**config.mk**
```make
export PLATFORM = sky130hd
export DESIGN_NAME = fdd_front
export DESIGN_NICKNAME = d
export VERILOG_FILES = /design/src/sv/fdd_pkg.sv /design/src/sv/fdd_front.sv
export SDC_FILE = /design/constraint.sdc
export NUM_CORES = 1
export LEC_CHECK = 0
export BUFFER_PORTS_ARGS = -buffer_cell sky130_fd_sc_hd__buf_2
export CAP_MARGIN = 20
export CORE_UTILIZATION = 52
export CTS_CLUSTER_DIAMETER = 200
export DETAILED_ROUTE_END_ITERATION = 10
export PLACE_DENSITY_LB_ADDON = 0.12
export SLEW_MARGIN = 20
export SYNTH_ARGS = -nofsm -noshare
export SYNTH_HDL_FRONTEND = slang
export SYNTH_SLANG_ARGS = --single-unit
```
**constraint.sdc**
```tcl
create_clock -name i_clk -period 9.2 [get_ports i_clk]
set_input_delay 2.3 -clock i_clk [delete_from_list [all_inputs] [get_ports i_clk]]
set_output_delay 2.3 -clock i_clk [all_outputs]
set_load 0.03 [all_outputs]
```
**src/sv/fdd_pkg.sv**
```systemverilog
`timescale 1ns / 1ps
// fdd_pkg: shared types and constants of the finite difference derivative block
// no dependencies

package fdd_pkg;

    localparam int SAMPLE_WIDTH_DEF = 16;
    // growth of the stencil numerator over the sample width
    localparam int NUM_GROWTH       = 5;
    localparam int INV_WIDTH        = 16;
    localparam int SLOPE_WIDTH      = 32;
    localparam int CFG_INDEX_WIDTH  = 1;
    localparam int CFG_DATA_WIDTH   = 16;

    localparam logic [CFG_INDEX_WIDTH-1:0] CFG_MODE     = 1'b0;
    localparam logic [CFG_INDEX_WIDTH-1:0] CFG_INV_STEP = 1'b1;

    localparam logic [INV_WIDTH-1:0] INV_STEP_RESET = 16'd256;

    // right shifts for the denominators 1, 2 and 12 (12 = 3 after the shift)
    localparam int SHIFT_ONE    = 8;
    localparam int SHIFT_TWO    = 9;
    localparam int SHIFT_TWELVE = 10;

    // unsigned divide by 3 as multiply by ceil(2^34 / 3), valid below 2^33
    localparam int               DIV3_IN_WIDTH = 33;
    localparam int               DIV3_SHIFT    = 34;
    localparam logic [32:0]      DIV3_MAGIC    = 33'h1_5555_5556;
    // 3 * 2^31: first magnitude whose quotient leaves the 32-bit range
    localparam logic [32:0]      DIV3_LIMIT    = 33'h1_8000_0000;

    localparam logic [SLOPE_WIDTH-1:0] SLOPE_MAX = 32'h7fff_ffff;
    localparam logic [SLOPE_WIDTH-1:0] SLOPE_MIN = 32'h8000_0000;

    typedef enum logic [1:0] {
        MODE_FWD,
        MODE_BWD,
        MODE_CENTRAL,
        MODE_FIVE
    } t_mode;

    typedef enum logic [1:0] {
        DEN_ONE,
        DEN_TWO,
        DEN_TWELVE
    } t_den;

    typedef struct packed {
        logic fin;
        logic too_short;
    } t_flags;

    typedef struct packed {
        logic div3;
        logic neg;
        logic clip;
    } t_norm;

endpackage

```
**src/sv/fdd_front.sv**
```systemverilog
`timescale 1ns / 1ps
// fdd_front: sample history, per-word result sequencing and stencil numerator
// depends on fdd_pkg

module fdd_front import fdd_pkg::*; #(
    parameter int SAMPLE_WIDTH = SAMPLE_WIDTH_DEF
) (
    input  logic                                    i_clk,
    input  logic                                    i_rst_n,
    input  t_mode                                   i_mode,
    input  logic                                    i_valid,
    output logic                                    o_ready,
    input  logic signed [SAMPLE_WIDTH-1:0]          i_sample,
    input  logic                                    i_last,
    output logic                                    o_valid,
    input  logic                                    i_ready,
    output logic signed [SAMPLE_WIDTH+NUM_GROWTH-1:0] o_num,
    output t_den                                    o_den,
    output t_flags                                  o_flags
);

    localparam int NW = SAMPLE_WIDTH + NUM_GROWTH;

    // history: index 0 newest
    logic signed [SAMPLE_WIDTH-1:0] r_hist [4];
    logic [2:0]                     r_seen;

    // job: window of five samples and the results still owed for it
    logic                           r_job_valid;
    logic signed [SAMPLE_WIDTH-1:0] r_g [5];
    logic [2:0]                     r_job_k;
    logic                           r_job_last;
    logic                           r_job_short;
    logic [1:0]                     r_job_rem;

    logic                           r_v1;
    logic signed [NW-1:0]           r_num;
    t_den                           r_den;
    t_flags                         r_flags;

    logic s1_ready, emit, job_done, accept;
    logic job_has, job_short;
    logic [1:0] job_rem;

    logic [2:0] a;
    logic       a_is0, a_is1, b_is0, b_is1, b_ge1;
    logic [1:0] jsel;
    logic signed [SAMPLE_WIDTH-1:0] wm2, wm1, w0, wp1, wp2;
    logic signed [NW-1:0] d_fwd, d_bwd, d_cen, d_five;
    logic signed [NW-1:0] n_num;
    t_den                 n_den;
    t_flags               n_flags;

    assign s1_ready = !r_v1 || i_ready;
    assign emit     = r_job_valid && s1_ready;
    assign job_done = emit && (r_job_rem == 2'd0);
    assign o_ready  = !r_job_valid || job_done;
    assign accept   = i_valid && o_ready;

    // what the incoming word owes
    always_comb begin
        job_short = (r_seen == 3'd0) || ((i_mode == MODE_FIVE) && (r_seen == 3'd1));
        job_has   = i_last || (r_seen >= 3'd2);
        if (!i_last) begin
            job_rem = 2'd0;
        end else if (job_short || (r_seen < 3'd2)) begin
            job_rem = r_seen[1:0];
        end else begin
            job_rem = 2'd2;
        end
    end

    // position of the result being emitted
    always_comb begin
        if (r_job_last) begin
            a     = 3'(r_job_k - {1'b0, r_job_rem});
            b_is0 = (r_job_rem == 2'd0);
            b_is1 = (r_job_rem == 2'd1);
            b_ge1 = (r_job_rem != 2'd0);
            jsel  = r_job_rem;
        end else begin
            a     = 3'(r_job_k - 3'd2);
            b_is0 = 1'b0;
            b_is1 = 1'b0;
            b_ge1 = 1'b1;
            jsel  = 2'd2;
        end
        a_is0 = (a == 3'd0);
        a_is1 = (a == 3'd1);
    end

    always_comb begin
        case (jsel)
            2'd1: begin
                wm2 = r_g[1]; wm1 = r_g[2]; w0 = r_g[3]; wp1 = r_g[4]; wp2 = '0;
            end
            2'd0: begin
                wm2 = r_g[2]; wm1 = r_g[3]; w0 = r_g[4]; wp1 = '0; wp2 = '0;
            end
            default: begin
                wm2 = r_g[0]; wm1 = r_g[1]; w0 = r_g[2]; wp1 = r_g[3]; wp2 = r_g[4];
            end
        endcase
    end

    assign d_fwd  = NW'(wp1) - NW'(w0);
    assign d_bwd  = NW'(w0) - NW'(wm1);
    assign d_cen  = NW'(wp1) - NW'(wm1);
    assign d_five = (NW'(wm2) - NW'(wp2)) + (d_cen <<< 3);

    always_comb begin
        n_den = DEN_ONE;
        unique case (i_mode)
            MODE_FWD: n_num = b_ge1 ? d_fwd : d_bwd;
            MODE_BWD: n_num = a_is0 ? d_fwd : d_bwd;
            MODE_CENTRAL: begin
                if (a_is0) begin
                    n_num = d_fwd;
                end else if (b_is0) begin
                    n_num = d_bwd;
                end else begin
                    n_num = d_cen;
                    n_den = DEN_TWO;
                end
            end
            MODE_FIVE: begin
                if (a_is0) begin
                    n_num = d_fwd;
                end else if (b_is0) begin
                    n_num = d_bwd;
                end else if (a_is1 || b_is1) begin
                    n_num = d_cen;
                    n_den = DEN_TWO;
                end else begin
                    n_num = d_five;
                    n_den = DEN_TWELVE;
                end
            end
            default: n_num = d_fwd;
        endcase
        n_flags.fin       = r_job_last && (r_job_rem == 2'd0);
        n_flags.too_short = r_job_short;
        if (r_job_short) begin
            n_num = '0;
        end
    end

    always_ff @(posedge i_clk) begin
        if (!i_rst_n) begin
            r_hist[0]   <= '0;
            r_hist[1]   <= '0;
            r_hist[2]   <= '0;
            r_hist[3]   <= '0;
            r_seen      <= '0;
            r_job_valid <= 1'b0;
            r_v1        <= 1'b0;
        end else begin
            if (accept) begin
                if (i_last) begin
                    r_hist[0] <= '0;
                    r_hist[1] <= '0;
                    r_hist[2] <= '0;
                    r_hist[3] <= '0;
                    r_seen    <= '0;
                end else begin
                    r_hist[0] <= i_sample;
                    r_hist[1] <= r_hist[0];
                    r_hist[2] <= r_hist[1];
                    r_hist[3] <= r_hist[2];
                    r_seen    <= (r_seen == 3'd7) ? r_seen : 3'(r_seen + 3'd1);
                end
                r_job_valid <= job_has;
            end else if (job_done) begin
                r_job_valid <= 1'b0;
            end
            if (s1_ready) begin
                r_v1 <= emit;
            end
        end
    end

    always_ff @(posedge i_clk) begin
        if (accept) begin
            r_g[0]      <= r_hist[3];
            r_g[1]      <= r_hist[2];
            r_g[2]      <= r_hist[1];
            r_g[3]      <= r_hist[0];
            r_g[4]      <= i_sample;
            r_job_k     <= r_seen;
            r_job_last  <= i_last;
            r_job_short <= i_last && job_short;
            r_job_rem   <= job_rem;
        end else if (emit && !job_done) begin
            r_job_rem <= r_job_rem - 2'd1;
        end
        if (emit) begin
            r_num   <= n_num;
            r_den   <= n_den;
            r_flags <= n_flags;
        end
    end

    assign o_valid = r_v1;
    assign o_num   = r_num;
    assign o_den   = r_den;
    assign o_flags = r_flags;

endmodule

```
## Word-level counts from Yosys, hierarchy flattened

Memory sizes are Yosys's and may differ from the RTL's.
Index checks and enable logic that the tools add are counted.
W data, S select, Z words.

- Register bits: 37
- Bits in writable memories: 144
- Bits of input ports: 23
- Output and inout port bits: 27
- Word-level logic and storage cells: 118
- Memories kept: 2

- Add/subtract/negate cells: 9
- $lt $le $gt $ge: 2
- Equal/unequal tests: 9
- Mux-type cells: 51
- Bitwise gates (word level): 8
- Reduce and logical (&&, ||, !) cells: 26

Memories:

| name | words | bits a word | read ports | clocked after Yosys merged registers in | write ports | RTL line | text |
|---|---|---|---|---|---|---|---|
| r_g | 5 | 16 | 5 | 0 | 5 | fdd_front.sv:30 | `logic signed [SAMPLE_WIDTH-1:0] r_g [5];` |
| r_hist | 4 | 16 | 4 | 0 | 4 | fdd_front.sv:25 | `logic signed [SAMPLE_WIDTH-1:0] r_hist [4];` |

Operator list:

| kind | count |
|---|---|
| $mux W21 | 7 |
| $mux W16 | 9 |
| $pmux W16 S2 | 4 |
| $pmux W21 S4 | 1 |
| $sub A16 B16 Y17 | 4 |
| $add A17 B20 Y21 | 1 |
| $mux W1 | 18 |
| $mux W2 | 8 |
| $mux W3 | 3 |
| $or A1 B1 Y1 | 8 |
| $logic_and A1 B1 Y1 | 7 |
| $eq A2 B1 Y1 const B | 3 |
| $eq A3 B1 Y1 const B | 2 |
| $logic_not A2 Y1 | 3 |
| $logic_not A3 Y1 | 2 |
| $logic_or A1 B1 Y1 | 6 |
| $reduce_bool A2 Y1 | 3 |
| $eq A2 B2 Y1 const B | 2 |
| $pmux W2 S2 | 1 |
| $add A3 B1 Y3 const B | 1 |
| $eq A3 B3 Y1 const B | 1 |
| $ge A3 B2 Y1 const B | 1 |
| $logic_not A1 Y1 | 3 |
| $lt A3 B2 Y1 const B | 1 |
| other kinds (6) | 6 |

## Logic depth before layout (Yosys ltp)

- Depth in word-level cells: 11
- Depth in mapped cells: 31
- Depth with buffers taken out: 27

## Worst setup path after synthesis

Ideal clock, no wire load.

- Path kind: reg-to-reg
- Start point: reg r_job_rem[0]
- End point: reg r_num[15], in the netlist o_num[15] (data pin)
- Setup time: 0.176 ns
- Arrival: 6.747 ns
- Setup slack: 2.277 ns
- Cell stages (with the launch flop): 31
- Buffers on the path: 4
- Period minus slack after synthesis: 6.923 ns
- Cell sequence: edfxtp_1 buf_6 clkbuf_1 clkbuf_1 buf_1 mux2i_1 o21ai_0 ha_1 inv_1 fa_1 a21o_1 a311oi_1 a31oi_1 nand4_1 nand2_1 a21oi_1 o21bai_1 a21oi_1 xnor2_1 inv_1 fa_1 ha_1 and3_1 a221o_1 a31o_1 a21oi_1 xnor2_1 a211oi_1 mux2_1 o31a_1 o32ai_1

- Cells in the longest elaborated chain, start to end: 10

RTL lines:

| item | RTL line | text |
|---|---|---|
| start: declaration | fdd_front.sv:34 | `logic [1:0] r_job_rem;` |
| start signal: assignment | fdd_front.sv:192 | `r_job_rem <= job_rem;` |
| start signal: assignment | fdd_front.sv:194 | `r_job_rem <= r_job_rem - 2'd1;` |
| $mux W2 | fdd_front.sv:75 | `if (r_job_last) begin` |
| $eq A2 B1 Y1 / $logic_not A2 Y1 (equally long branches) | fdd_front.sv:93 | `case (jsel)` |
| $reduce_or A2 Y1 (no source line) | n/a |  |
| $mux W16 | fdd_front.sv:93 |  |
| $sub A16 B16 Y17 | fdd_front.sv:109 | `assign d_five = (NW'(wm2) - NW'(wp2)) + (d_cen <<< 3);` |
| $add A17 B20 Y21 | fdd_front.sv:109 |  |
| $mux W21 | fdd_front.sv:131 | `end else if (a_is1 \|\| b_is1) begin` |
| $mux W21 | fdd_front.sv:129 | `end else if (b_is0) begin` |
| $mux W21 | fdd_front.sv:127 | `if (a_is0) begin` |
| $pmux W21 S4 (*) | fdd_front.sv:113 | `unique case (i_mode)` |
| end signal: assignment | fdd_front.sv:197 | `r_num <= n_num;` |
| end: declaration | fdd_front.sv:37 | `logic signed [NW-1:0] r_num;` |

Mark *: on every way between the ends. The rest lies on a longest branch, timed or not.
A chain may end at the register's enable or synchronous reset.

## Final worst setup path

- Start point: reg r_job_last
- End point: reg r_num[15], in the netlist o_num[15] (data pin)

- Cells in the longest elaborated chain, start to end: 10

RTL lines:

| item | RTL line | text |
|---|---|---|
| start: declaration | fdd_front.sv:32 | `logic r_job_last;` |
| start signal: assignment | fdd_front.sv:190 | `r_job_last <= i_last;` |
| $mux W2 | fdd_front.sv:75 |  |
| $eq A2 B1 Y1 / $logic_not A2 Y1 (equally long branches) | fdd_front.sv:93 |  |
| $reduce_or A2 Y1 (no source line) | n/a |  |
| $mux W16 | fdd_front.sv:93 |  |
| $sub A16 B16 Y17 | fdd_front.sv:109 |  |
| $add A17 B20 Y21 | fdd_front.sv:109 |  |
| $mux W21 | fdd_front.sv:131 |  |
| $mux W21 | fdd_front.sv:129 |  |
| $mux W21 | fdd_front.sv:127 |  |
| $pmux W21 S4 (*) | fdd_front.sv:113 |  |

Marks and branches as above.

==> results.json <==
{
  "clk_pin_slew_worst_paths_ps": 80,
  "path_max_fanout": 70,
  "antenna_cells": 0,
  "fmax_mhz": 143,
  "ant_nets": 0,
  "crit_path_end_kind": "register",
  "ys_top_cells_by_area": "edfxtp_1 (39%), ha_1 (7.3%), a21oi_1 (4.4%)",
  "grt_usage_pct": 25.7,
  "placed_cells": 1560,
  "cts_hold_buf": 0,
  "cts-resized-gates": 0,
  "grt_setup_unrepaired": "no",
  "finClkSkew_ps": 24.4,
  "numCtsBuffers": 17,
  "tightestPinTransition_ps": 1010,
  "syn_to_final_growth_pct": 9.36,
  "drv_slew": 0,
  "hold_class": "register to register",
  "dr.pass1.iters": 5,
  "path_class": "register to register",
  "drive_gt1_share_pct": 8.99,
  "worstSetupStartpointType": "register",
  "cp.required_ps": 9460,
  "yosys.cell_count.top_type": "edfxtp_1",
  "drt-initial-drc-count": 747,
  "yosysUniqueCellTypes": 79,
  "cts_max_level": 4,
  "hold_viol_final": 0,
  "maxSlewHeadroom_pct": 32.4,
  "vias": 9294,
  "start_util_pct": 53.4,
  "timing.final.crit_share_pct": 76.1,
  "die_area_sq_um": 24000,
  "die_w_microns": 155,
  "min_period_ps": 7000,
  "nNetsFinal": 1382,
  "drc": 0,
  "cts_sinks": 181,
  "avgViaCountPerCell": 5.84,
  "die_y_microns": 155,
  "wl_per_cell_microns": 18.8,
  "grt_pass1_vias": 8546,
  "coreArea_sq_um": 22800,
  "final.setup.tns_ps": 0,
  "fin_area_sq_um": 13300,
  "netlist_instances": 1240,
  "port_buffers": 49,
  "synth_common_cells": "edfxtp_1 (160), nand2_1 (130), a21oi_1 (106)",
  "routabilityCongestion": 0.932,
  "final_cells": 1592,
  "min-delay-start": "r_hist[3][11]",
  "rows": 55,
  "p_per_area_nw_per_um2": 275,
  "syn_nets": 1356,
  "worstHoldPathCells": 0,
  "placedInstanceArea_sq_um": 12700,
  "worstPathArrival_ps": 7260,
  "setup_violations": 0,
  "cts_max_path_buffers": 2,
  "yosysWarnings": 0,
  "boundaryPins": 50,
  "tritoncts": "built",
  "holdPathEnd": "r_g[0][11]",
  "async_flop_share_pct": 0,
  "cts-root-buf": "clkbuf_16",
  "yosys_most_used_dff": "edfxtp_1",
  "maxCapViolations": 0,
  "totalWireLength_mm": 30.0,
  "synth.yosys.seq_area_share_pct": 42.9,
  "post-route-util_pct": 58.4,
  "synth_top_area_share_pct": 39.5,
  "dp_hpwl_mm": 22.6,
  "reg2regPathDepth": 25,
  "netlist_area_sq_um": 12200,
  "synth_top_cell_by_area": "edfxtp_1",
  "post_synth.cell_area_avg_sq_um": 9.81,
  "rrSetupSlack_ps": 2200,
  "grt_pass1_wl_mm": 47.0,
  "insertion_delay_ps": 450,
  "synth-edff-count": 160,
  "grt_max_degree": 81,
  "r2r_start": "r_job_last",
  "r2r_end": "o_num[15]",
  "outcome": "complete, no violations",
  "cts_setup_buffers": 0,
  "ir_drop_v": 0.000123,
  "p_leak_uw": 0.00555,
  "grt.overflow.total": 0,
  "antenna_found_initial": 0,
  "ys_ff_latch": 181
}
## sequential cells by signal (all words and copies together), names as in the netlist
register,count
o_num,21
r_job_k,3
o_den,2
r_seen,3
r_job_valid,1
r_job_rem,2
r_g,80
r_job_last,1
o_flags,2
o_valid,1
r_job_short,1
r_hist,64
## cell usage in the layout, fill, tap and decap left out, types with 6 or more instances in the layout
cell type,instances
mux2i_1,50
edfxtp_1,160
dfxtp_1,21
nand2b_1,9
fa_1,22
clkinv_8,6
xor2_1,19
and3_1,28
nor2_1,77
o22ai_1,9
and2_1,63
a31oi_1,8
nand3_1,21
a21o_1,17
or3_1,6
a211oi_1,14
xnor2_1,37
o21ai_0,66
buf_4,9
o21ai_1,9
ha_1,71
o21a_1,8
nor3_1,22
a21oi_1,106
nand2_1,130
inv_1,75
o221ai_1,8
nor2b_1,32
clkbuf_16,17
buf_2,49
## per-layer routing
metal  global-route usage (%)  vias up  share of wire [%]
met5                        0        -                  0
met4                     7.36        0                1.5
met3                     4.07       32                7.1
met2                     38.2      326                 43
met1                     38.6     4413                 48
li1                         -     4523                  -
## per-stage QoR
step           worst slack (ps)  power, uW  hold WS [ps]
4_1_cts                    2260       3650           423
6_report                   2200       3660           423
5_1_grt                    1680       3910           436
2_1_floorplan              2280       2460           400
3_3_place_gp               2460       2850           401
3_5_place_dp               2330       2860           405
## where the power goes
group | switching, uW | internal [uW] | leakage (uW)
clock network | 379 | 395 | 0.000299
registers | 46.7 | 976 | 0.00180
logic | 1100 | 763 | 0.00345
## layout make-up
class	instances	area, sq um
fill	1972	9470
multi-input combinational	932	6460
sequential	181	5230
clock buffer	17	425
tap	313	392
timing repair buffer	58	313
inverter	76	287
clock inverter	15	201
## worst max path at each step
stage,to,slack [ps],depth (start not counted),startpoint
after floorplan,o_num[15],2280,30,r_job_rem[0]
after global placement,o_num[15],2460,25,r_job_last
after detailed placement,o_num[15],2330,25,r_job_last
after CTS,o_num[15],2260,25,r_job_last
after global routing,o_num[15],1680,25,r_job_last
final,o_num[15],2200,25,r_job_last
## worst max-delay path, stage by stage (launching register included)
cell	delay, ps
edfxtp_1	560
nand2b_4	490
buf_4	590
a21oi_1	200
ha_1	360
a21o_1	200
a311oi_1	240
a31oi_1	120
nand4_1	190
nand2_1	70
a21oi_1	230
o21bai_1	90
a21oi_1	180
xnor2_1	170
inv_1	80
fa_1	440
ha_1	370
and3_1	200
a221o_1	290
a31o_1	190
a21oi_1	230
xnor2_1	280
a211oi_1	150
mux2_1	320
o31a_1	280
o32ai_1	250
## cell families after synthesis
group	after synthesis	synth area share, %
AO/OA/AOI/OAI	313	16.2
flip-flops	181	42.9
AND/OR/NAND/NOR	409	16.5
XOR/XNOR	56	4.03
buffers and inverters	127	4.03
multiplexers	61	5.34
adder cells (fa/ha/maj)	93	10.9
Power figures use the tool's default switching activity.
