$ cat config.mk
export PLATFORM = sky130hd
export DESIGN_NAME = fdd_out
export DESIGN_NICKNAME = d
export VERILOG_FILES = /design/src/sv/fdd_pkg.sv /design/src/sv/fdd_out.sv
export SDC_FILE = /design/constraint.sdc
export NUM_CORES = 1
export LEC_CHECK = 0
export BUFFER_PORTS_ARGS = -buffer_cell sky130_fd_sc_hd__buf_4
export CORE_ASPECT_RATIO = 1.2
export CORE_MARGIN = 3
export CORE_UTILIZATION = 25
export DETAILED_ROUTE_END_ITERATION = 10
export PLACE_DENSITY = 0.52
export SKIP_LAST_GASP = 1
export SYNTH_ARGS = -nofsm -noshare
export SYNTH_HDL_FRONTEND = slang
export SYNTH_SLANG_ARGS = --single-unit
export TNS_END_PERCENT = 20
$ cat constraint.sdc
create_clock -name i_clk -period 8.8 [get_ports i_clk]
set_input_delay 1.76 -clock i_clk [delete_from_list [all_inputs] [get_ports i_clk]]
set_output_delay 1.76 -clock i_clk [all_outputs]
set_load 0.01 [all_outputs]
$ cat src/sv/fdd_pkg.sv
`timescale 1ns / 1ps
// fdd_pkg: shared types and constants of the finite difference derivative block
// no dependencies

package fdd_pkg;

    localparam int SAMPLE_WIDTH_DEF = 16;
    // growth of the stencil numerator over the sample width
    localparam int NUM_GROWTH       = 5;
    localparam int INV_WIDTH        = 16;
    localparam int SLOPE_WIDTH      = 32;
    localparam int CFG_INDEX_WIDTH  = 1;
    localparam int CFG_DATA_WIDTH   = 16;

    localparam logic [CFG_INDEX_WIDTH-1:0] CFG_MODE     = 1'b0;
    localparam logic [CFG_INDEX_WIDTH-1:0] CFG_INV_STEP = 1'b1;

    localparam logic [INV_WIDTH-1:0] INV_STEP_RESET = 16'd256;

    // right shifts for the denominators 1, 2 and 12 (12 = 3 after the shift)
    localparam int SHIFT_ONE    = 8;
    localparam int SHIFT_TWO    = 9;
    localparam int SHIFT_TWELVE = 10;

    // unsigned divide by 3 as multiply by ceil(2^34 / 3), valid below 2^33
    localparam int               DIV3_IN_WIDTH = 33;
    localparam int               DIV3_SHIFT    = 34;
    localparam logic [32:0]      DIV3_MAGIC    = 33'h1_5555_5556;
    // 3 * 2^31: first magnitude whose quotient leaves the 32-bit range
    localparam logic [32:0]      DIV3_LIMIT    = 33'h1_8000_0000;

    localparam logic [SLOPE_WIDTH-1:0] SLOPE_MAX = 32'h7fff_ffff;
    localparam logic [SLOPE_WIDTH-1:0] SLOPE_MIN = 32'h8000_0000;

    typedef enum logic [1:0] {
        MODE_FWD,
        MODE_BWD,
        MODE_CENTRAL,
        MODE_FIVE
    } t_mode;

    typedef enum logic [1:0] {
        DEN_ONE,
        DEN_TWO,
        DEN_TWELVE
    } t_den;

    typedef struct packed {
        logic fin;
        logic too_short;
    } t_flags;

    typedef struct packed {
        logic div3;
        logic neg;
        logic clip;
    } t_norm;

endpackage

$ cat src/sv/fdd_out.sv
`timescale 1ns / 1ps
// fdd_out: divide by three for the five-point stencil and result register
// depends on fdd_pkg

module fdd_out import fdd_pkg::*; (
    input  logic                     i_clk,
    input  logic                     i_rst_n,
    input  logic                     i_valid,
    output logic                     o_ready,
    input  logic [SLOPE_WIDTH-1:0]   i_val,
    input  logic [DIV3_IN_WIDTH-1:0] i_y,
    input  t_norm                    i_norm,
    input  t_flags                   i_flags,
    output logic                     o_valid,
    input  logic                     i_ready,
    output logic [SLOPE_WIDTH-1:0]   o_slope,
    output logic                     o_fin,
    output logic                     o_too_short,
    output logic                     o_clipped
);

    localparam int PRODW = 2 * DIV3_IN_WIDTH;

    logic                   r_valid;
    logic [SLOPE_WIDTH-1:0] r_slope;
    logic                   r_fin, r_too_short, r_clipped;

    logic                   out_ready;
    logic [PRODW-1:0]       prod;
    logic [SLOPE_WIDTH-1:0] q3;
    logic [SLOPE_WIDTH-1:0] n_slope;
    logic                   n_clipped;

    assign out_ready = !r_valid || i_ready;
    assign o_ready   = out_ready;

    assign prod = PRODW'(i_y) * PRODW'(DIV3_MAGIC);
    assign q3   = prod[DIV3_SHIFT+SLOPE_WIDTH-1:DIV3_SHIFT];

    always_comb begin
        if (i_flags.too_short) begin
            n_slope   = '0;
            n_clipped = 1'b0;
        end else if (i_norm.div3) begin
            n_clipped = i_norm.clip;
            if (i_norm.clip) begin
                n_slope = i_norm.neg ? SLOPE_MIN : SLOPE_MAX;
            end else begin
                n_slope = i_norm.neg ? ~q3 : q3;
            end
        end else begin
            n_slope   = i_val;
            n_clipped = i_norm.clip;
        end
    end

    always_ff @(posedge i_clk) begin
        if (!i_rst_n) begin
            r_valid <= 1'b0;
        end else if (out_ready) begin
            r_valid <= i_valid;
        end
    end

    always_ff @(posedge i_clk) begin
        if (out_ready && i_valid) begin
            r_slope     <= n_slope;
            r_fin       <= i_flags.fin;
            r_too_short <= i_flags.too_short;
            r_clipped   <= n_clipped;
        end
    end

    assign o_valid     = r_valid;
    assign o_slope     = r_slope;
    assign o_fin       = r_fin;
    assign o_too_short = r_too_short;
    assign o_clipped   = r_clipped;

endmodule

== Word level (Yosys, flattened, before mapping) ==
Cells that the tools add are included.

* Flip-flop bits (word level): 36
* Output and inout port bits: 37
* Input port bits: 74

* $mul: 1
* Bitwise gates (word level): 1
* Muxes and demuxes: 4
* Reductions and logical operators: 3

{| class="wikitable"
|+ Operator list
! operator !! count
|-
| 32-bit two-way mux || 4
|-
| 33-bit by 32-bit multiplier with 65-bit output (second input constant) || 1
|-
| 32-bit inverter || 1
|-
| 1-bit logical AND || 1
|-
| 1-bit logical NOT || 1
|-
| 1-bit logical OR || 1
|}

== Logic depth before layout (Yosys ltp) ==
Gate-level depths: netlist of the first run.

* Depth after elaboration: 5
* Gate-level depth with buffers: 28

== Worst setup path after synthesis of the first run ==
No wires, ideal clock.

* Path type: input to register
* Start: in i_y[4]
* End: reg r_slope[24], in the netlist o_slope[24] (data pin)
* Arrival: 8.119 ns
* Slack: 0.412 ns
* Cell stages on the path: 28
* Buffers on the path: 0
* Path through: ha_1 -> xor2_1 -> ha_1 -> or2_2 -> fa_1 -> inv_1 -> fa_1 -> inv_1 -> fa_1 -> inv_1 -> fa_1 -> inv_1 -> fa_1 -> inv_1 -> fa_1 -> inv_1 -> ha_1 -> nand3_2 -> nor4_4 -> nand2_1 -> a311oi_2 -> o21ai_2 -> and2_4 -> a2111oi_4 -> nor2_2 -> o211ai_2 -> mux2i_1 -> o311ai_1

* Longest elaborated chain between the ends: 5

{| class="wikitable"
|+ Ends and longest elaborated chain
! what !! RTL line !! text
|-
| from (decl) || fdd_out.sv:11 || <nowiki>input logic [DIV3_IN_WIDTH-1:0] i_y,</nowiki>
|-
| 33-bit by 32-bit multiplier with 65-bit output (*) || fdd_out.sv:37 || <nowiki>assign prod = PRODW'(i_y) * PRODW'(DIV3_MAGIC);</nowiki>
|-
| 32-bit inverter || fdd_out.sv:49 || <nowiki>n_slope = i_norm.neg ? ~q3 : q3;</nowiki>
|-
| 32-bit two-way mux (*) || fdd_out.sv:49 ||
|-
| 32-bit two-way mux (*) || fdd_out.sv:46 || <nowiki>if (i_norm.clip) begin</nowiki>
|-
| 32-bit two-way mux (*) || fdd_out.sv:44 || <nowiki>end else if (i_norm.div3) begin</nowiki>
|-
| to (signal assigned) || fdd_out.sv:67 || <nowiki>r_slope <= n_slope;</nowiki>
|-
| to (decl) || fdd_out.sv:25 || <nowiki>logic [SLOPE_WIDTH-1:0] r_slope;</nowiki>
|}

Mark *: on every way between the ends. The rest lies on a longest branch, timed or not.
A chain may end at the register's enable or synchronous reset.

== Final worst setup path of the first run ==
* Start: in i_y[9]
* End: reg r_slope[22], in the netlist o_slope[22] (data pin)

Same word-level chain as after synthesis.

==> key figures, run 1 <==
Run status
  – Status: finished clean

Yosys
  – Asr flop ratio synth: 0
  – Area fraction of the dominant cell type after synthesis: 0.392
  – Mapped Nets: 2704
  – Cell Area, Synth: 0.0189 mm2
  – Seq/Total Area, Yosys: 0.0568
  – Post-Syn Area per Cell: 9.94 um2
  – Synth area leader: fa_1
  – EDFF count, synth: 35
  – Synth Flop Type: edfxtp_1
  – Cell variety after synth: 74
  – Ys Warns: 0
  – Mapped Cells: 1897
  – Leading post-synthesis cells by cell area: fa_1, ha_1, inv_1, edfxtp_1, a21oi_1
  – Yosys reg bits: 36

Route
  – Via/cell ratio: 4.44
  – Via Count: 14209
  – DRT iter0 DRCs: 624
  – Wirelength per Cell: 19.6 um
  – First-pass DRT Iterations: 5
  – Final wirelength: 62.7 mm
  – Routed Antenna Nets: 0
  – DR DRC count: 0

Floorplanning
  – Die Y: 307 um
  – Die width: 257 um
  – Die Footprint: 0.0788 mm2
  – Row count: 109
  – Num ports: 111
  – Core area: 0.0742 mm2
  – Starting Density: 0.254

Clocking
  – Clk sinks: 36
  – # hold bufs at CTS: 0
  – Reg clk slew, reported paths: 0.06 ns
  – Clock root buffer: clkbuf_16
  – TritonCTS buffer count: 5
  – H-Tree Depth: 2
  – Clock Latency Late Sink: 0.29 ns
  – CTS max path bufs: 2
  – CTS tree: done

Worst setup path
  – Worst-path fanout max: 5
  – Worst Setup End Kind: flip-flop
  – Worst path arrival time: 8.64 ns
  – CP startpoint kind: input port
  – Worst-case reg-to-reg path depth: 3
  – Max stage delay on crit path: 0.59 ns
  – Crit-path slowest cell: fa_1
  – Worst EP required: 8.82 ns
  – Most used cell, CP: fa_1
  – Type of the worst setup path: input port to flip-flop

STA
  – Peak Freq: 116 MHz
  – Clock skew: 0.00862 ns
  – Max-slew violations: 0
  – Min cycle time layout: 8.63 ns
  – Setup TNS: 0 ns
  – Final Cycle Share: 0.980
  – Worst Slack Setup Final: 0.175 ns
  – # setup viols final: 0
  – Final hold vios: 0
  – Normalized max-slew margin: 0.182
  – Worst-Margin Slew: 1.22 ns

Placed design
  – Detail Placement HPWL: 57.5 mm
  – Port Buffer Count: 110
  – Post-Place Worst Slack: -0.406 ns
  – Inst Count DP: 3183
  – GPL Wtd Cong: 0.950

GRT
  – Vias in the first global route: 16161
  – GRT Residual Overflow: 0
  – Total GRT Usage: 0.161
  – First-pass GRT wire length: 97.1 mm
  – Largest net degree at the start of global routing: 43
  – Initial antenna violation count: 0

Final layout
  – Layout cells sized above 1: 0.220
  – Area growth, synth to finish: 24.2%
  – FILL cells: 7786
  – Fin cells: 3197
  – Commonest non-fill, non-tap cell in the layout: inv_1
  – Ant. Diodes: 0
  – # nets final: 3005
  – Most frequent cells in the layout: inv_1, fa_1, buf_4, ha_1, nand2_1
  – Post-layout util: 0.316

Worst hold path
  – Number of cells on the worst hold path: 2
  – Hold Path Class: flip-flop to flip-flop

Job
  – Max cap viols: 0
logic make-up (layout without fill, tap and decap cells):
family                   Yosys count  in the layout  synth area share
XOR/XNOR                          66             66            0.0307
flip-flops                        36             36            0.0568
AND/OR/NAND/NOR                  260            260            0.0734
buffers and inverters            558            859             0.112
adder cells (fa/ha/maj)          733            733             0.633
multiplexers                      17             17           0.00902
AO/OA/AOI/OAI                    227            227            0.0849
layer usage:
metal  vias to the layer above  wire length (um)  GRT usage
met5                         -                 0          0
met4                         0              2180     0.0418
met3                        98              1940    0.00733
met2                       320             32500      0.299
met1                      7201             26200      0.203
li1                       6590                 -          -
through the flow:
stage | hold WS (ns) | instance area, um2
after floorplan | 0.610 | 18900
after global placement | 0.711 | 22400
after detailed placement | 0.722 | 22400
after CTS | 0.729 | 22500
after global routing | 0.725 | 23400
final | 0.649 | 23400
flip-flops by register name, indices dropped and copies added, names as in the netlist:
signal / flops
o_clipped: 1
o_fin: 1
o_valid: 1
o_slope: 32
o_too_short: 1
final cells by class:
type	instances	area, um2	area share
Clock inverter	2	7.51	0.000321
Timing Repair Buffer	324	2460	0.105
Sequential cell	36	1070	0.0457
Clock buffer	5	125	0.00534
Tap cell	999	1250	0.0534
Multi-Input combinational cell	1303	16500	0.705
Inverter	528	1980	0.0846
worst paths after layout:
path	slack, ns	from	end
max	0.17	i_y[9]	o_slope[22]$_SDFFCE_PP0P_
min	0.65	o_valid$_SDFFE_PN0N_	o_valid$_SDFFE_PN0N_
max reg2reg	7.41	o_valid$_SDFFE_PN0N_	o_clipped$_SDFFCE_PP0P_
min reg2reg	0.65	o_valid$_SDFFE_PN0N_	o_valid$_SDFFE_PN0N_
worst max-delay path: cells and delay by family:
family	cells	cell delay, ns
xor gates and xnor gates	2	0.37
AOI/OAI and AO/OA	5	0.99
adders and majority gates	9	3.77
buffers and inverters	7	0.81
and+or+nand+nor	6	0.93
what timing repair did:
| action | in CTS | in global routing |
|---|---|---|
| setup buffers | 1 | 9 |
| resized for setup | 8 | 143 |
| pin swaps | 1 | 87 |
| endpoints found under the setup margin | 12 | 30 |
cells in the mapped netlist, drive strengths merged (8+ instances only):
master / n
nand2b: 27
nand4: 15
xnor2: 35
mux2i: 17
ha: 364
o21bai: 8
and2: 17
clkbuf: 18
nor2: 54
o21ai: 41
a21oi: 67
fa: 369
nand2: 66
nor3: 13
or2: 8
or3b: 9
nand3: 15
a21o: 32
inv: 527
o311ai: 13
or3: 10
buf: 12
o21a: 9
edfxtp: 35
xor2: 31
Power of run 1 is not shown: default switching activity piles up to over one toggle a cycle in this logic, so the estimate is an artifact.
==> run 2, diff against run 1 <==
--- a/config.mk
+++ b/config.mk
@@ -6,11 +6,13 @@
 export NUM_CORES = 1
 export LEC_CHECK = 0
 export BUFFER_PORTS_ARGS = -buffer_cell sky130_fd_sc_hd__buf_4
+export CELL_PAD_IN_SITES_DETAIL_PLACEMENT = 0
+export CELL_PAD_IN_SITES_GLOBAL_PLACEMENT = 1
 export CORE_ASPECT_RATIO = 1.2
 export CORE_MARGIN = 3
 export CORE_UTILIZATION = 25
 export DETAILED_ROUTE_END_ITERATION = 10
-export PLACE_DENSITY = 0.52
+export PLACE_DENSITY = 0.6
 export SKIP_LAST_GASP = 1
 export SYNTH_ARGS = -nofsm -noshare
 export SYNTH_HDL_FRONTEND = slang
==> key figures, run 2 (synthesized netlist as in run 1, its figures left out) <==
Worst setup path
  – Worst EP required: 8.82 ns (about the same)
  – CP startpoint kind: input port
  – Reg-to-reg critical path startpoint: o_valid$_SDFFE_PN0N_
  – Type of the worst setup path: input port to flip-flop
  – R2R Setup Slk: 7.47 ns (+0.06 ns)
  – Worst-path fanout max: 5 (unchanged)
  – Worst-case reg-to-reg path depth: 3 (unchanged)
  – Worst path arrival time: 8.62 ns (-0.02 ns)
  – Crit Reg-Reg Endpoint: o_slope[29]$_SDFFCE_PP0P_
  – Worst Setup End Kind: flip-flop

Run status
  – Status: finished clean

Clocking
  – Clk sinks: 36 (unchanged)
  – CTS max path bufs: 2 (unchanged)
  – Reg clk slew, reported paths: 0.06 ns (about the same)
  – H-Tree Depth: 2 (unchanged)
  – CTS tree: done
  – Clock root buffer: clkbuf_16
  – TritonCTS buffer count: 5 (unchanged)
  – Clock Latency Late Sink: 0.28 ns (about the same)

GRT
  – M1 GR Usage: 0.202 (-0.00175)
  – Largest net degree at the start of global routing: 43 (unchanged)
  – M3 GR Usage: 0.0175 (+0.0101)
  – Met2 Use GR: 0.304 (+0.00489)
  – Vias in the first global route: 16364 (+1.3%)
  – First-pass GRT wire length: 98.9 mm (+1.9%)
  – Most Crowded Layer GR: met2
  – Total GRT Usage: 0.166 (+0.00503)
  – GRT Residual Overflow: 0 (unchanged)
  – Initial antenna violation count: 0 (unchanged)

Final layout
  – Largest register FFs: 32 (unchanged)
  – Ant. Diodes: 0 (unchanged)
  – # nets final: 3015 (+0.33%)
  – Layout cells sized above 1: 0.223 (+0.00308)
  – Post-layout util: 0.316 (about the same)
  – Area growth, synth to finish: 24.2% (about the same)
  – Most frequent cells in the layout: inv_1, fa_1, buf_4, ha_1, nand2_1
  – Commonest non-fill, non-tap cell in the layout: inv_1

STA
  – Peak Freq: 116 MHz (+0.33%)
  – Min cycle time layout: 8.60 ns (-0.0282 ns)
  – Clock skew: 0.00537 ns (-0.00326 ns)
  – Final Cycle Share: 0.977 (-0.00320)
  – # setup viols final: 0 (unchanged)
  – Final hold vios: 0 (unchanged)
  – Max-slew violations: 0 (unchanged)
  – Normalized max-slew margin: 0.176 (-0.00602)
  – Worst-Margin Slew: 1.23 ns (+0.00900 ns)

Worst hold path
  – Number of cells on the worst hold path: 2 (unchanged)
  – Hold Path Class: flip-flop to flip-flop
  – Hold wc startpoint: o_valid$_SDFFE_PN0N_
  – Hold EP: o_valid$_SDFFE_PN0N_

Placed design
  – Detail Placement HPWL: 59.0 mm (+2.7%)
  – Port Buffer Count: 110 (unchanged)
  – GPL Wtd Cong: 0.976 (+2.7%)

Floorplanning
  – Row count: 109 (unchanged)
  – Core area: 0.0742 mm2 (unchanged)
  – Die width: 257 um (unchanged)
  – Starting Density: 0.254 (unchanged)
  – Die Y: 307 um (unchanged)
  – Die Footprint: 0.0788 mm2 (unchanged)
  – Num ports: 111 (unchanged)

Route
  – DR DRC count: 0 (unchanged)
  – First-pass DRT Iterations: 5 (unchanged)
  – DRT iter0 DRCs: 651 (+4.3%)
  – Via Count: 14143 (-0.46%)
  – Wirelength per Cell: 20.1 um (+2.3%)
  – Final wirelength: 64.4 mm (+2.6%)
  – Routed Antenna Nets: 0 (unchanged)
  – Via/cell ratio: 4.41 (-0.77%)

Job
  – Max cap viols: 0 (unchanged)
[run 2: worst max path at each step]
| stage | start | endpoint | slack, ns | depth (start not counted) |
|---|---|---|---|---|
| 6_report | i_y[21] | o_slope[28]$_SDFFCE_PP0P_ | 0.20 | 25 |
| 3_3_place_gp | i_y[4] | o_slope[28]$_SDFFCE_PP0P_ | -0.34 | 26 |
| 3_5_place_dp | i_y[12] | o_slope[28]$_SDFFCE_PP0P_ | -0.37 | 29 |
| 2_1_floorplan | i_y[4] | o_slope[24]$_SDFFCE_PP0P_ | 0.41 | 28 |
| 4_1_cts | i_y[12] | o_slope[28]$_SDFFCE_PP0P_ | 0.005 | 29 |
| 5_1_grt | i_y[12] | o_slope[28]$_SDFFCE_PP0P_ | -0.01 | 28 |
[run 2: critical path: stages]
cell	delay, ns
buf_4	0.17
ha_1	0.33
fa_2	0.59
inv_1	0.08
fa_1	0.46
fa_1	0.51
inv_1	0.06
fa_2	0.63
fa_1	0.45
fa_1	0.49
inv_1	0.05
fa_1	0.56
inv_1	0.10
ha_4	0.30
nand4_1	0.15
or2_4	0.28
nor3_4	0.22
o21ai_4	0.11
and2_4	0.18
a2111oi_4	0.44
buf_4	0.19
o211ai_1	0.09
nand3_1	0.12
mux2i_1	0.19
o21ai_1	0.09
[run 2: through the flow]
| step | instance area, um2 | instances | TNS (ns) | setup WS, ns | hold WS (ns) |
|---|---|---|---|---|---|
| after global placement | 22400 | 3190 | -5.45 | -0.345 | 0.509 |
| after CTS | 22600 | 3197 | 0 | 0.00460 | 0.534 |
| after floorplan | 18900 | 1897 | 0 | 0.412 | 0.610 |
| after global routing | 23400 | 3207 | -0.0123 | -0.0123 | 0.567 |
| after detailed placement | 22400 | 3190 | -6.20 | -0.371 | 0.525 |
| final | 23400 | 3207 | 0 | 0.203 | 0.525 |
[run 2: per-layer routing]
metal | vias up | part of all wire
met1 | 7138 | 0.41
li1 | 6615 | -
met3 | 88 | 0.033
met2 | 302 | 0.51
met4 | 0 | 0.045
met5 | - | 0
[run 2: final cells by class]
| cell class | instances | area (um2) |
|---|---|---|
| Sequential cell | 36 | 1070 |
| Timing Repair Buffer | 334 | 2560 |
| Clock inverter | 2 | 12.5 |
| Tap cell | 999 | 1250 |
| Multi-Input combinational cell | 1303 | 16400 |
| Inverter | 528 | 1980 |
| Clock buffer | 5 | 125 |
| Fill cell | 7854 | 50800 |
[run 2: repair_timing]
action / 4_1_cts / 5_1_grt
pin swaps: 1 / 68
resized for setup: 6 / 139
hold buffers: 0 / 0
buffers inserted: 0 / 10
setup endpoints to repair: 11 / 30
Power of run 2 is left out for the same reason.
